==> src/rtl/core/mkt_pkg.sv <==
// ----------------------------------------------------------------------------
// mkt_pkg
// Shared types, key codes and letter tables for the multi-tap text entry block.
// ----------------------------------------------------------------------------
package mkt_pkg;

    localparam int MAX_CHARS = 64;
    localparam int CNT_W     = $clog2(MAX_CHARS + 1);
    localparam int KEY_W     = 4;
    localparam int TIME_W    = 32;
    localparam int TMO_W     = 16;
    localparam int TAP_W     = 3;
    localparam int POS_W     = 6;
    localparam int CHAR_W    = 8;
    localparam int LEN_W     = 7;
    localparam int ACT_W     = 3;

    localparam logic [KEY_W-1:0] KEY_STAR  = 4'd10;
    localparam logic [KEY_W-1:0] KEY_POUND = 4'd11;
    localparam logic [KEY_W-1:0] KEY_OK    = 4'd12;

    localparam logic [TMO_W-1:0] TMO_RESET = 16'd10;

    typedef enum logic [ACT_W-1:0] {
        ACT_NEW     = 3'd0,
        ACT_REPLACE = 3'd1,
        ACT_ERASE   = 3'd2,
        ACT_END     = 3'd3,
        ACT_FULL    = 3'd4
    } t_action;

    typedef enum logic [1:0] {
        KIND_TAP,
        KIND_ERASE,
        KIND_END
    } t_kind;

    typedef struct packed {
        t_kind              kind;
        logic [KEY_W-1:0]   key;
        logic [TIME_W-1:0]  now;
        logic [TAP_W-1:0]   glen;
    } t_entry;

    // Number of characters in a key's letter group; keys without a group
    // behave as a group of one.
    function automatic logic [TAP_W-1:0] group_len(input logic [KEY_W-1:0] k);
        logic [TAP_W-1:0] len;
        case (k)
            4'd0:    len = 3'd2;
            4'd7:    len = 3'd5;
            4'd9:    len = 3'd5;
            4'd1, 4'd2, 4'd3, 4'd4, 4'd5, 4'd6, 4'd8: len = 3'd4;
            default: len = 3'd1;
        endcase
        return len;
    endfunction

    function automatic logic [CHAR_W-1:0] key_char(input logic [KEY_W-1:0] k,
                                                   input logic [TAP_W-1:0] t);
        logic [CHAR_W-1:0] c;
        c = "]";
        case (k)
            4'd0: case (t) 3'd0: c = " "; default: c = "0"; endcase
            4'd1: case (t) 3'd0: c = "."; 3'd1: c = ","; 3'd2: c = "?"; default: c = "1"; endcase
            4'd2: case (t) 3'd0: c = "a"; 3'd1: c = "b"; 3'd2: c = "c"; default: c = "2"; endcase
            4'd3: case (t) 3'd0: c = "d"; 3'd1: c = "e"; 3'd2: c = "f"; default: c = "3"; endcase
            4'd4: case (t) 3'd0: c = "g"; 3'd1: c = "h"; 3'd2: c = "i"; default: c = "4"; endcase
            4'd5: case (t) 3'd0: c = "j"; 3'd1: c = "k"; 3'd2: c = "l"; default: c = "5"; endcase
            4'd6: case (t) 3'd0: c = "m"; 3'd1: c = "n"; 3'd2: c = "o"; default: c = "6"; endcase
            4'd7: case (t)
                3'd0: c = "p"; 3'd1: c = "q"; 3'd2: c = "r"; 3'd3: c = "s"; default: c = "7";
            endcase
            4'd8: case (t) 3'd0: c = "t"; 3'd1: c = "u"; 3'd2: c = "v"; default: c = "8"; endcase
            4'd9: case (t)
                3'd0: c = "w"; 3'd1: c = "x"; 3'd2: c = "y"; 3'd3: c = "z"; default: c = "9";
            endcase
            default: c = "]";
        endcase
        return c;
    endfunction

endpackage

==> src/rtl/core/mkt_if.sv <==
// ----------------------------------------------------------------------------
// mkt_in_if / mkt_out_if
// Valid/ready channels for key items and entry result items.
// ----------------------------------------------------------------------------
interface mkt_in_if;
    logic                         valid;
    logic                         ready;
    logic [mkt_pkg::KEY_W-1:0]    key;
    logic [mkt_pkg::TIME_W-1:0]   now_ticks;

    modport source (output valid, output key, output now_ticks, input ready);
    modport sink   (input valid, input key, input now_ticks, output ready);
endinterface

interface mkt_out_if;
    logic                         valid;
    logic                         ready;
    logic [mkt_pkg::ACT_W-1:0]    action;
    logic [mkt_pkg::POS_W-1:0]    position;
    logic [mkt_pkg::CHAR_W-1:0]   character;
    logic [mkt_pkg::LEN_W-1:0]    length;

    modport source (output valid, output action, output position, output character,
                    output length, input ready);
    modport sink   (input valid, input action, input position, input character,
                    input length, output ready);
endinterface

==> src/rtl/core/mkt_front.sv <==
// ----------------------------------------------------------------------------
// mkt_front
// Accepts key items and classifies them into tap, erase and end commands.
// ----------------------------------------------------------------------------
module mkt_front (
    mkt_in_if.sink          i_item,
    input  logic            i_q_ready,
    output logic            o_push,
    output mkt_pkg::t_entry o_entry
);

    assign i_item.ready = i_q_ready;
    assign o_push       = i_item.valid;

    always_comb begin
        o_entry.key  = i_item.key;
        o_entry.now  = i_item.now_ticks;
        o_entry.glen = mkt_pkg::group_len(i_item.key);
        if (i_item.key == mkt_pkg::KEY_POUND) begin
            o_entry.kind = mkt_pkg::KIND_ERASE;
        end else if (i_item.key == mkt_pkg::KEY_STAR || i_item.key == mkt_pkg::KEY_OK) begin
            o_entry.kind = mkt_pkg::KIND_END;
        end else begin
            o_entry.kind = mkt_pkg::KIND_TAP;
        end
    end

endmodule

==> src/rtl/core/mkt_queue.sv <==
// ----------------------------------------------------------------------------
// mkt_queue
// Two-entry command queue between the classifier and the entry state.
// ----------------------------------------------------------------------------
module mkt_queue (
    input  logic            i_clk,
    input  logic            i_rst_n,
    input  logic            i_push,
    input  mkt_pkg::t_entry i_entry,
    output logic            o_ready,
    input  logic            i_pop,
    output logic            o_valid,
    output mkt_pkg::t_entry o_entry
);

    mkt_pkg::t_entry r_mem [2];
    logic            r_wptr, n_wptr;
    logic            r_rptr, n_rptr;
    logic [1:0]      r_cnt, n_cnt;
    logic            w_do_push;
    logic            w_do_pop;

    assign o_ready   = (r_cnt != 2'd2);
    assign o_valid   = (r_cnt != 2'd0);
    assign o_entry   = r_mem[r_rptr];
    assign w_do_push = i_push && o_ready;
    assign w_do_pop  = i_pop && o_valid;

    always_comb begin
        n_wptr = w_do_push ? ~r_wptr : r_wptr;
        n_rptr = w_do_pop ? ~r_rptr : r_rptr;
        n_cnt  = r_cnt;
        if (w_do_push && !w_do_pop) begin
            n_cnt = r_cnt + 2'd1;
        end else if (w_do_pop && !w_do_push) begin
            n_cnt = r_cnt - 2'd1;
        end
    end

    always_ff @(posedge i_clk) begin
        if (!i_rst_n) begin
            r_wptr <= 1'b0;
            r_rptr <= 1'b0;
            r_cnt  <= 2'd0;
        end else begin
            r_wptr <= n_wptr;
            r_rptr <= n_rptr;
            r_cnt  <= n_cnt;
        end
    end

    always_ff @(posedge i_clk) begin
        if (w_do_push) begin
            r_mem[r_wptr] <= i_entry;
        end
    end

endmodule

==> src/rtl/core/mkt_back.sv <==
// ----------------------------------------------------------------------------
// mkt_back
// Holds the entry state, carries out each command and registers the result.
// ----------------------------------------------------------------------------
module mkt_back (
    input  logic                        i_clk,
    input  logic                        i_rst_n,
    input  logic                        i_cfg_we,
    input  logic [mkt_pkg::TMO_W-1:0]   i_cfg_wdata,
    input  logic                        i_q_valid,
    input  mkt_pkg::t_entry             i_entry,
    output logic                        o_pop,
    mkt_out_if.source                   o_result
);

    logic [mkt_pkg::TMO_W-1:0]  r_timeout;
    logic [mkt_pkg::CNT_W-1:0]  r_count, n_count;
    logic [mkt_pkg::KEY_W-1:0]  r_last_key, n_last_key;
    logic [mkt_pkg::TAP_W-1:0]  r_tap, n_tap;
    logic [mkt_pkg::TIME_W-1:0] r_last_time, n_last_time;

    logic                       r_out_valid, n_out_valid;
    mkt_pkg::t_action           r_action, n_action;
    logic [mkt_pkg::POS_W-1:0]  r_position, n_position;
    logic [mkt_pkg::CHAR_W-1:0] r_character, n_character;
    logic [mkt_pkg::LEN_W-1:0]  r_length, n_length;

    logic [mkt_pkg::TIME_W-1:0] w_elapsed;
    logic                       w_start_new;
    logic                       w_emit;
    logic [mkt_pkg::TAP_W:0]    w_tap_inc;
    logic [mkt_pkg::TAP_W-1:0]  w_tap_next;
    logic [mkt_pkg::CNT_W-1:0]  w_count_dec;
    logic [mkt_pkg::CNT_W-1:0]  w_count_inc;

    // The output register is free when empty or being taken this cycle.
    assign o_pop = i_q_valid && (!r_out_valid || o_result.ready);

    assign w_elapsed   = i_entry.now - r_last_time;
    assign w_start_new = (i_entry.key != r_last_key)
                      || (w_elapsed > {{(mkt_pkg::TIME_W-mkt_pkg::TMO_W){1'b0}}, r_timeout})
                      || (r_count == '0);
    assign w_tap_inc   = {1'b0, r_tap} + 4'd1;
    assign w_tap_next  = (w_tap_inc >= {1'b0, i_entry.glen}) ? '0 : w_tap_inc[mkt_pkg::TAP_W-1:0];
    assign w_count_dec = r_count - 1'b1;
    assign w_count_inc = r_count + 1'b1;

    always_comb begin
        n_count     = r_count;
        n_last_key  = r_last_key;
        n_tap       = r_tap;
        n_last_time = r_last_time;
        n_action    = r_action;
        n_position  = r_position;
        n_character = r_character;
        n_length    = r_length;
        w_emit      = 1'b0;
        if (o_pop) begin
            case (i_entry.kind)
                mkt_pkg::KIND_ERASE: begin
                    // Erasing an empty entry is silently dropped.
                    if (r_count != '0) begin
                        w_emit      = 1'b1;
                        n_count     = w_count_dec;
                        n_last_key  = mkt_pkg::KEY_STAR;
                        n_action    = mkt_pkg::ACT_ERASE;
                        n_position  = w_count_dec[mkt_pkg::POS_W-1:0];
                        n_character = '0;
                        n_length    = w_count_dec[mkt_pkg::LEN_W-1:0];
                    end
                end
                mkt_pkg::KIND_END: begin
                    w_emit      = 1'b1;
                    n_count     = '0;
                    n_tap       = '0;
                    n_last_key  = mkt_pkg::KEY_STAR;
                    n_action    = mkt_pkg::ACT_END;
                    n_position  = '0;
                    n_character = '0;
                    n_length    = '0;
                end
                default: begin
                    w_emit = 1'b1;
                    if (w_start_new) begin
                        if (r_count >= mkt_pkg::CNT_W'(mkt_pkg::MAX_CHARS)) begin
                            n_action    = mkt_pkg::ACT_FULL;
                            n_position  = '0;
                            n_character = '0;
                            n_length    = r_count[mkt_pkg::LEN_W-1:0];
                        end else begin
                            n_tap       = '0;
                            n_last_key  = i_entry.key;
                            n_last_time = i_entry.now;
                            n_count     = w_count_inc;
                            n_action    = mkt_pkg::ACT_NEW;
                            n_position  = r_count[mkt_pkg::POS_W-1:0];
                            n_character = mkt_pkg::key_char(i_entry.key, '0);
                            n_length    = w_count_inc[mkt_pkg::LEN_W-1:0];
                        end
                    end else begin
                        n_tap       = w_tap_next;
                        n_last_time = i_entry.now;
                        n_action    = mkt_pkg::ACT_REPLACE;
                        n_position  = w_count_dec[mkt_pkg::POS_W-1:0];
                        n_character = mkt_pkg::key_char(i_entry.key, w_tap_next);
                        n_length    = r_count[mkt_pkg::LEN_W-1:0];
                    end
                end
            endcase
        end
        if (w_emit) begin
            n_out_valid = 1'b1;
        end else if (o_result.ready) begin
            n_out_valid = 1'b0;
        end else begin
            n_out_valid = r_out_valid;
        end
    end

    always_ff @(posedge i_clk) begin
        if (!i_rst_n) begin
            r_timeout   <= mkt_pkg::TMO_RESET;
            r_count     <= '0;
            r_last_key  <= mkt_pkg::KEY_STAR;
            r_tap       <= '0;
            r_last_time <= '0;
            r_out_valid <= 1'b0;
        end else begin
            if (i_cfg_we) begin
                r_timeout <= i_cfg_wdata;
            end
            r_count     <= n_count;
            r_last_key  <= n_last_key;
            r_tap       <= n_tap;
            r_last_time <= n_last_time;
            r_out_valid <= n_out_valid;
        end
    end

    always_ff @(posedge i_clk) begin
        r_action    <= n_action;
        r_position  <= n_position;
        r_character <= n_character;
        r_length    <= n_length;
    end

    assign o_result.valid     = r_out_valid;
    assign o_result.action    = r_action;
    assign o_result.position  = r_position;
    assign o_result.character = r_character;
    assign o_result.length    = r_length;

endmodule

==> src/rtl/core/multitap_keypad_text_entry.sv <==
// A key item waits in the command queue; its result item is registered once
// the output register is free. Throughput: one key item per cycle while results
// are taken; the back stage updates entry length, last key, taps, last time.
// Reset (synchronous, active low): entry empty, last key star, tap timeout 10,
// command queue and output register empty.
// ----------------------------------------------------------------------------
// multitap_keypad_text_entry
// Multi-tap keypad text entry: classifier, command queue and entry state.
// ----------------------------------------------------------------------------
module multitap_keypad_text_entry (
    input  logic                        i_clk,
    input  logic                        i_rst_n,
    input  logic                        i_cfg_we,
    input  logic [mkt_pkg::TMO_W-1:0]   i_cfg_wdata,
    mkt_in_if.sink                      i_item,
    mkt_out_if.source                   o_result
);

    logic            w_push;
    logic            w_q_ready;
    mkt_pkg::t_entry w_push_entry;
    logic            w_pop;
    logic            w_q_valid;
    mkt_pkg::t_entry w_pop_entry;

    mkt_front u_front (
        .i_item    (i_item),
        .i_q_ready (w_q_ready),
        .o_push    (w_push),
        .o_entry   (w_push_entry)
    );

    mkt_queue u_queue (
        .i_clk   (i_clk),
        .i_rst_n (i_rst_n),
        .i_push  (w_push),
        .i_entry (w_push_entry),
        .o_ready (w_q_ready),
        .i_pop   (w_pop),
        .o_valid (w_q_valid),
        .o_entry (w_pop_entry)
    );

    mkt_back u_back (
        .i_clk       (i_clk),
        .i_rst_n     (i_rst_n),
        .i_cfg_we    (i_cfg_we),
        .i_cfg_wdata (i_cfg_wdata),
        .i_q_valid   (w_q_valid),
        .i_entry     (w_pop_entry),
        .o_pop       (w_pop),
        .o_result    (o_result)
    );

endmodule

==> src/flat_wrapper.sv <==
// flat-port wrapper written by rule: the top's interface ports become plain ports
module multitap_keypad_text_entry_flat 
  (i_clk, i_rst_n, i_cfg_we, i_cfg_wdata, i_item_valid, i_item_key, i_item_now_ticks, i_item_ready, o_result_valid, o_result_action, o_result_position, o_result_character, o_result_length, o_result_ready);
  mkt_in_if i_item_i ();
  mkt_out_if o_result_i ();
  input  logic i_clk;
  input  logic i_rst_n;
  input  logic i_cfg_we;
  input  logic [mkt_pkg::TMO_W-1:0] i_cfg_wdata;
  input wire logic [$bits(i_item_i.valid)-1:0] i_item_valid;
  input wire logic [$bits(i_item_i.key)-1:0] i_item_key;
  input wire logic [$bits(i_item_i.now_ticks)-1:0] i_item_now_ticks;
  output wire logic [$bits(i_item_i.ready)-1:0] i_item_ready;
  output wire logic [$bits(o_result_i.valid)-1:0] o_result_valid;
  output wire logic [$bits(o_result_i.action)-1:0] o_result_action;
  output wire logic [$bits(o_result_i.position)-1:0] o_result_position;
  output wire logic [$bits(o_result_i.character)-1:0] o_result_character;
  output wire logic [$bits(o_result_i.length)-1:0] o_result_length;
  input wire logic [$bits(o_result_i.ready)-1:0] o_result_ready;
  assign i_item_i.valid = i_item_valid;
  assign i_item_i.key = i_item_key;
  assign i_item_i.now_ticks = i_item_now_ticks;
  assign i_item_ready = i_item_i.ready;
  assign o_result_valid = o_result_i.valid;
  assign o_result_action = o_result_i.action;
  assign o_result_position = o_result_i.position;
  assign o_result_character = o_result_i.character;
  assign o_result_length = o_result_i.length;
  assign o_result_i.ready = o_result_ready;
  multitap_keypad_text_entry u_core (.i_clk(i_clk), .i_rst_n(i_rst_n), .i_cfg_we(i_cfg_we), .i_cfg_wdata(i_cfg_wdata), .i_item(i_item_i), .o_result(o_result_i));
endmodule
==> config.mk <==
export PLATFORM = sky130hd
export DESIGN_NAME = multitap_keypad_text_entry_flat
export DESIGN_NICKNAME = d
export VERILOG_FILES = /design/src/rtl/core/mkt_pkg.sv /design/src/rtl/core/mkt_if.sv /design/src/rtl/core/mkt_front.sv /design/src/rtl/core/mkt_queue.sv /design/src/rtl/core/mkt_back.sv /design/src/rtl/core/multitap_keypad_text_entry.sv /design/src/flat_wrapper.sv
export SDC_FILE = /design/constraint.sdc
export NUM_CORES = 1
export LEC_CHECK = 0
export BUFFER_PORTS_ARGS = -buffer_cell sky130_fd_sc_hd__buf_2
export CORE_MARGIN = 5
export CORE_UTILIZATION = 25
export CTS_CLUSTER_DIAMETER = 50
export DETAILED_ROUTE_END_ITERATION = 8
export PLACE_DENSITY = 0.5
export SYNTH_ARGS = -nofsm -noshare
export SYNTH_HDL_FRONTEND = slang
export SYNTH_HIERARCHICAL = 1
export SYNTH_SLANG_ARGS = --single-unit
==> constraint.sdc <==
create_clock -name i_clk -period 5.4 [get_ports i_clk]
set_input_delay 0.27 -clock i_clk [delete_from_list [all_inputs] [get_ports i_clk]]
set_output_delay 0.27 -clock i_clk [all_outputs]
set_load 0.01 [all_outputs]
### Word level (Yosys, flattened, before mapping)

Memory sizes are Yosys's and may differ from the RTL's. A register that Yosys moved wholly into a read port is not among the register bits.
Index checks and enable logic that the tools add are counted.

* register bits after elaboration: 91
* memory bits (writable): 82
* memory bits (read-only): 48
* bits of input ports: 57
* word-level logic and storage cells: 127
* memories kept: 2

* add/sub/neg operators: 6
* order comparisons: 3
* eq/ne operators: 23
* muxes and demuxes: 51
* bitwise logic cells: 4
* reductions and logical operators: 25

Memories
* u_core.u_queue.r_mem: depth 2, bits a word 41, read ports 1, clocked after memory_dff 1, write ports 1, line mkt_queue.sv:16 `mkt_pkg::t_entry r_mem [2];`
* (name not given): depth 16, bits a word 3, read ports 1, clocked after memory_dff 0, write ports 0, line mkt_pkg.sv:49 `case (k)`

Operator list (number)
* case mux 7 bit (3 select lines): 6
* case mux 8 bit (10 select lines): 1
* case mux 7 bit (10 select lines): 1
* two-way mux 32 bit: 2
* case mux 7 bit (4 select lines): 2
* greater-than comparator 32 x 16 -> 1 bit: 1
* subtractor 32 bit: 1
* two-way mux 7 bit: 4
* equality test 4 bit, second input constant: 5
* two-way mux 3 bit: 6
* two-way mux 6 bit: 3
* equality test 4 x 3 -> 1 bit, second input constant: 4
* two-way mux 8 bit: 2
* case mux 8 bit (2 select lines): 1
* case mux 5 bit (3 select lines): 1
* case mux 7 bit (2 select lines): 1
* two-way mux 4 bit: 3
* case mux 3 bit (2 select lines): 2
* case mux 6 bit (2 select lines): 1
* two-way mux 1 bit: 9
* equality test 4 x 2 -> 1 bit, second input constant: 2
* two-way mux 2 bit: 4
* case mux 4 bit (2 select lines): 1
* adder 7 x 1 -> 7 bit, second input constant: 1
* 30 further kinds: 48

### Logic depth before layout (Yosys ltp)

* depth after elaboration: 8
* gate-level depth with buffers: 28
* depth with buffers taken out: 24

### By module

The synthesis kept the hierarchy.

By module, submodules not included
* mkt_back: times used 1, cells each 904, area each 7188.1 sq um, sequential area each 1951.9 sq um
* mkt_queue: times used 1, cells each 152, area each 3191.8 sq um, sequential area each 2562.5 sq um
* mkt_front: times used 1, cells each 48, area each 359.1 sq um, sequential area each 0.0 sq um

### Least setup slack after synthesis

OpenSTA, ideal clock, no wires.

* path kind: flip-flop to flip-flop
* from: reg with a tool-made name
* to: reg u_core.u_back.r_length (netlist bit u_core/u_back/o_result.length[1]), data pin
* setup time: 261 ps
* arrival time: 4728 ps
* slack: 411 ps
* stages on the path, launching flop included: 27
* buffers on the path: 4
* path through: dfxtp_1 -> buf_2 -> buf_2 -> mux2_2 -> inv_1 -> ha_1 -> fa_1 -> nand2b_1 -> a21oi_1 -> nor2_1 -> o21ai_0 -> a21o_1 -> a21oi_1 -> xnor2_1 -> ha_1 -> nand4_1 -> nor4_1 -> a21boi_0 -> o41ai_1 -> nand4_1 -> a2111oi_0 -> and4_1 -> and4b_4 -> buf_6 -> buf_6 -> nor2_1 -> a311o_1

RTL lines
* end signal: assignment: line mkt_back.sv:144 `r_length <= n_length;`
* end: declaration: line mkt_back.sv:26 `logic [mkt_pkg::LEN_W-1:0] r_length, n_length;`

==> impl_metrics.json <==
{
  "cp_top_family": "compound AO/OA/AOI/OAI gates",
  "cts_num_sinks": 173,
  "gp_congestion": 0.829,
  "pre_cts_ws_ps": 39.1,
  "vias_per_cell": 4.73,
  "core_area_um2": 42800,
  "hold_class": "in -> reg",
  "final.setup_skew_ps": 10.9,
  "power_mw": 7.59,
  "syn-num-nets": 1219,
  "drc": 0,
  "tns_ps": 0,
  "cts_buffer_depth": 2,
  "n_antenna_cell": 0,
  "period_share": 0.940,
  "drt_iter0_drc": 526,
  "initial_core_util": 0.251,
  "tightest_slew_ps": 1140,
  "syn-cell-area_um2": 10700,
  "cp_slowest_cell": "fa_1",
  "nFillCells": 4488,
  "final_cell_mix": "129 x nand2_1, 105 x edfxtp_1, 80 x buf_2",
  "final_antenna_net_count": 0,
  "ys_ff_latch": 173,
  "crit_path_max_incr_delay_ps": 400,
  "grt_antenna_before_repair": 0,
  "syn_inst": 1104,
  "hold_violations": 0,
  "yosysWarnings": 6,
  "final_common_cell": "nand2_1",
  "grt_max_degree": 110,
  "max_cap_viol_count": 0,
  "seq_area_frac_synth": 0.420,
  "crit_required_ps": 5590,
  "dieArea_um2": 47200,
  "p_leak_nw": 4.66,
  "status": "finished, final reports clean",
  "setup_slack_ps": 322,
  "path_clk_slew_ps": 70,
  "routedWlPerCell_um": 15.7,
  "vdd_drop_max_v": 0.000267,
  "firstDrtPassIters": 5,
  "synth_flop_cell": "edfxtp_1",
  "route.vias.total": 8145,
  "relSlewSlack": 0.238,
  "cp_cell_sequence": "mux2_2 -> inv_1 -> ha_1 -> fa_1 -> nand2b_4 -> a21oi_4 -> nor2_4 -> o21ai_2 -> a21o_1 -> a21oi_1 -> xnor2_1 -> ha_1 -> nand4_1 -> nor4_2 -> a21boi_0 -> o41ai_2 -> nand4_1 -> a2111oi_2 -> and4_4 -> and4b_4 -> buf_12 -> nor3_1 -> o21a_1",
  "worst-path-max-fanout": 8,
  "row_count": 76,
  "io_pins": 83,
  "synthArstFlopShare": 0,
  "crit_buf_inv": 2,
  "synth_cell_types": 98,
  "fmax_mhz": 197,
  "power_density_nw_per_um2": 599,
  "grt_pass1_wl_mm": 42.4,
  "setup_viol": 0,
  "worst-endpoint-arrival_ps": 5270,
  "final.min_clock_period_ps": 5080,
  "criticalPathCategory": "reg -> reg",
  "dp.cells": 1656,
  "root_buffer": "clkbuf_16",
  "track_usage": 0.110,
  "layout-drive-gt1-share": 0.218,
  "die_w_um": 217,
  "wirelength_mm": 27.1,
  "grt_pass1_vias": 7950,
  "syn_to_final_growth_pct": 17.9,
  "startpoint_type": "register",
  "dpl.hpwl_mm": 18.5,
  "cts_inserted_buffers": 17,
  "final_cell_area_um2": 12700,
  "htree_levels": 4,
  "layout.nets": 1278,
  "insertion_delay_ps": 440,
  "slew_violations": 0,
  "cts_tree": "done",
  "place_area_um2": 11500,
  "grt_overflow": 0,
  "die_y_um": 217,
  "numPortBuffers": 81,
  "worst_setup_path_end_kind": "register",
  "fin_cells": 1722,
  "synth_edf_count": 105,
  "synth.avg_cell_area_um2": 9.73
}
-- final timing paths --
path | end | slack [ps] | from | cells after the start
min | u_core/u_queue/r_mem[0][20]$_DFFE_PP_ | 30 | i_item_now_ticks[17] | 1
max reg2reg | u_core/u_back/o_result.character[6]$_SDFFCE_PP0P_ | 320 | register | 23
min reg2reg | u_core/u_back/r_last_time[25]$_SDFFE_PN0P_ | 460 | u_core/u_back/r_last_time[25]$_SDFFE_PN0P_ | 2
max | u_core/u_back/o_result.character[6]$_SDFFCE_PP0P_ | 320 | register | 23
-- power by group --
part           total (mW)  switching (mW)  internal, mW
registers            1.91           0.143          1.77
logic                4.42            2.57          1.85
clock network        1.26           0.555         0.704
total                7.59            3.27          4.32
-- final cells by class --
class / instances / area, µm² / area share
Clock buffer: 18 / 439 / 0.0347
Clock inverter: 14 / 159 / 0.0126
Inverter: 69 / 259 / 0.0205
Multi-Input combinational cell: 764 / 5610 / 0.443
Sequential cell: 173 / 4520 / 0.357
Tap cell: 546 / 683 / 0.0540
Timing Repair Buffer: 138 / 988 / 0.0781
-- worst register-to-register path, stage by stage (launching register included) --
cell and delay (ps):
dfxtp_4 390, mux2_2 250, inv_1 40, ha_1 210, fa_1 400, nand2b_4 180
a21oi_4 190, nor2_4 70, o21ai_2 140, a21o_1 130, a21oi_1 70, xnor2_1 250
ha_1 290, nand4_1 120, nor4_2 70, a21boi_0 130, o41ai_2 390, nand4_1 150
a2111oi_2 290, and4_4 300, and4b_4 370, buf_12 160, nor3_1 50, o21a_1 210
-- per-layer routing --
metal | wire (µm) | part of all wire | global-route usage | vias to the layer above
met2 | 12400 | 0.46 | 0.177 | 185
li1 | - | - | - | 4071
met3 | 1240 | 0.046 | 0.0259 | 26
met1 | 13000 | 0.48 | 0.148 | 3863
met5 | 0 | 0 | 0 | -
met4 | 422 | 0.016 | 0.0337 | 0
-- repair_timing --
item,4_1_cts,5_1_grt
hold endpoints to repair,31,0
hold buffers,16,0
pin swaps,0,20
cloned,0,4
setup buffers,0,14
gates resized for setup,1,48
endpoints found under the setup margin,2,68
-- per-stage QoR --
stage	util	hold slack, ps
floorplan	-	392
CTS	0.286	0.0942
detailed placement	0.268	447
global placement	0.268	443
finish	0.296	27.7
global route	0.296	1.39
-- cell usage after synthesis, types with 5 or more instances --
master    count  area share
nor4_1        7      0.0041
a21o_1       15       0.010
and2_1        8      0.0047
nand2_1     130       0.045
nand4_1      13      0.0076
xor2_1       11      0.0090
nand3_1      24       0.011
or3_1         6      0.0035
nand2b_1     11      0.0064
clkbuf_1     38       0.013
buf_2        13      0.0061
dfxtp_1      68        0.13
a31oi_1      13      0.0076
or2_2         6      0.0035
o21ai_1       7      0.0033
o22ai_1       5      0.0029
o31a_1        5      0.0041
nor2_1       48       0.017
mux2i_1      56       0.052
and3_1       12      0.0070
a21boi_0      5      0.0035
o21ai_0      43       0.020
buf_6         5      0.0052
inv_1        67       0.023
xnor2_1      24       0.020
mux2_2       39       0.041
a211oi_1      5      0.0035
nor3_1       19      0.0089
nor2b_1      20       0.012
ha_1         57       0.066
edfxtp_1    105        0.29
o211ai_1     10      0.0070
o21a_1        9      0.0063
a21oi_1      62       0.029
buf_4        39       0.027
-- kinds of logic after synthesis --
kind of cell / count (synthesis) / share of synthesized area
AND/OR/NAND/NOR: 331 / 0.155
adder cells (fa/ha/maj): 59 / 0.0692
AO/OA/AOI/OAI: 239 / 0.153
buffers and inverters: 168 / 0.0775
other: 1 / 0.000349
XOR/XNOR: 35 / 0.0285
multiplexers: 98 / 0.0962
flip-flops: 173 / 0.420
-- flip-flops by register name, summed over array words and instances (netlist names), named ones only --
register	flops
u_core/u_queue/r_cnt	2
u_core/u_queue/r_wptr	1
u_core/u_queue/r_mem	82
u_core/u_back/o_result.length	7
u_core/u_back/o_result.valid	1
u_core/u_back/o_result.action	3
u_core/u_back/r_tap	3
u_core/u_back/r_timeout	16
u_core/u_back/o_result.position	6
u_core/u_queue/r_rptr	1
u_core/u_back/r_last_key	4
u_core/u_back/r_last_time	32
u_core/u_back/r_count	7
u_core/u_back/o_result.character	7
No activity file was read; power rests on OpenSTA's default activity.
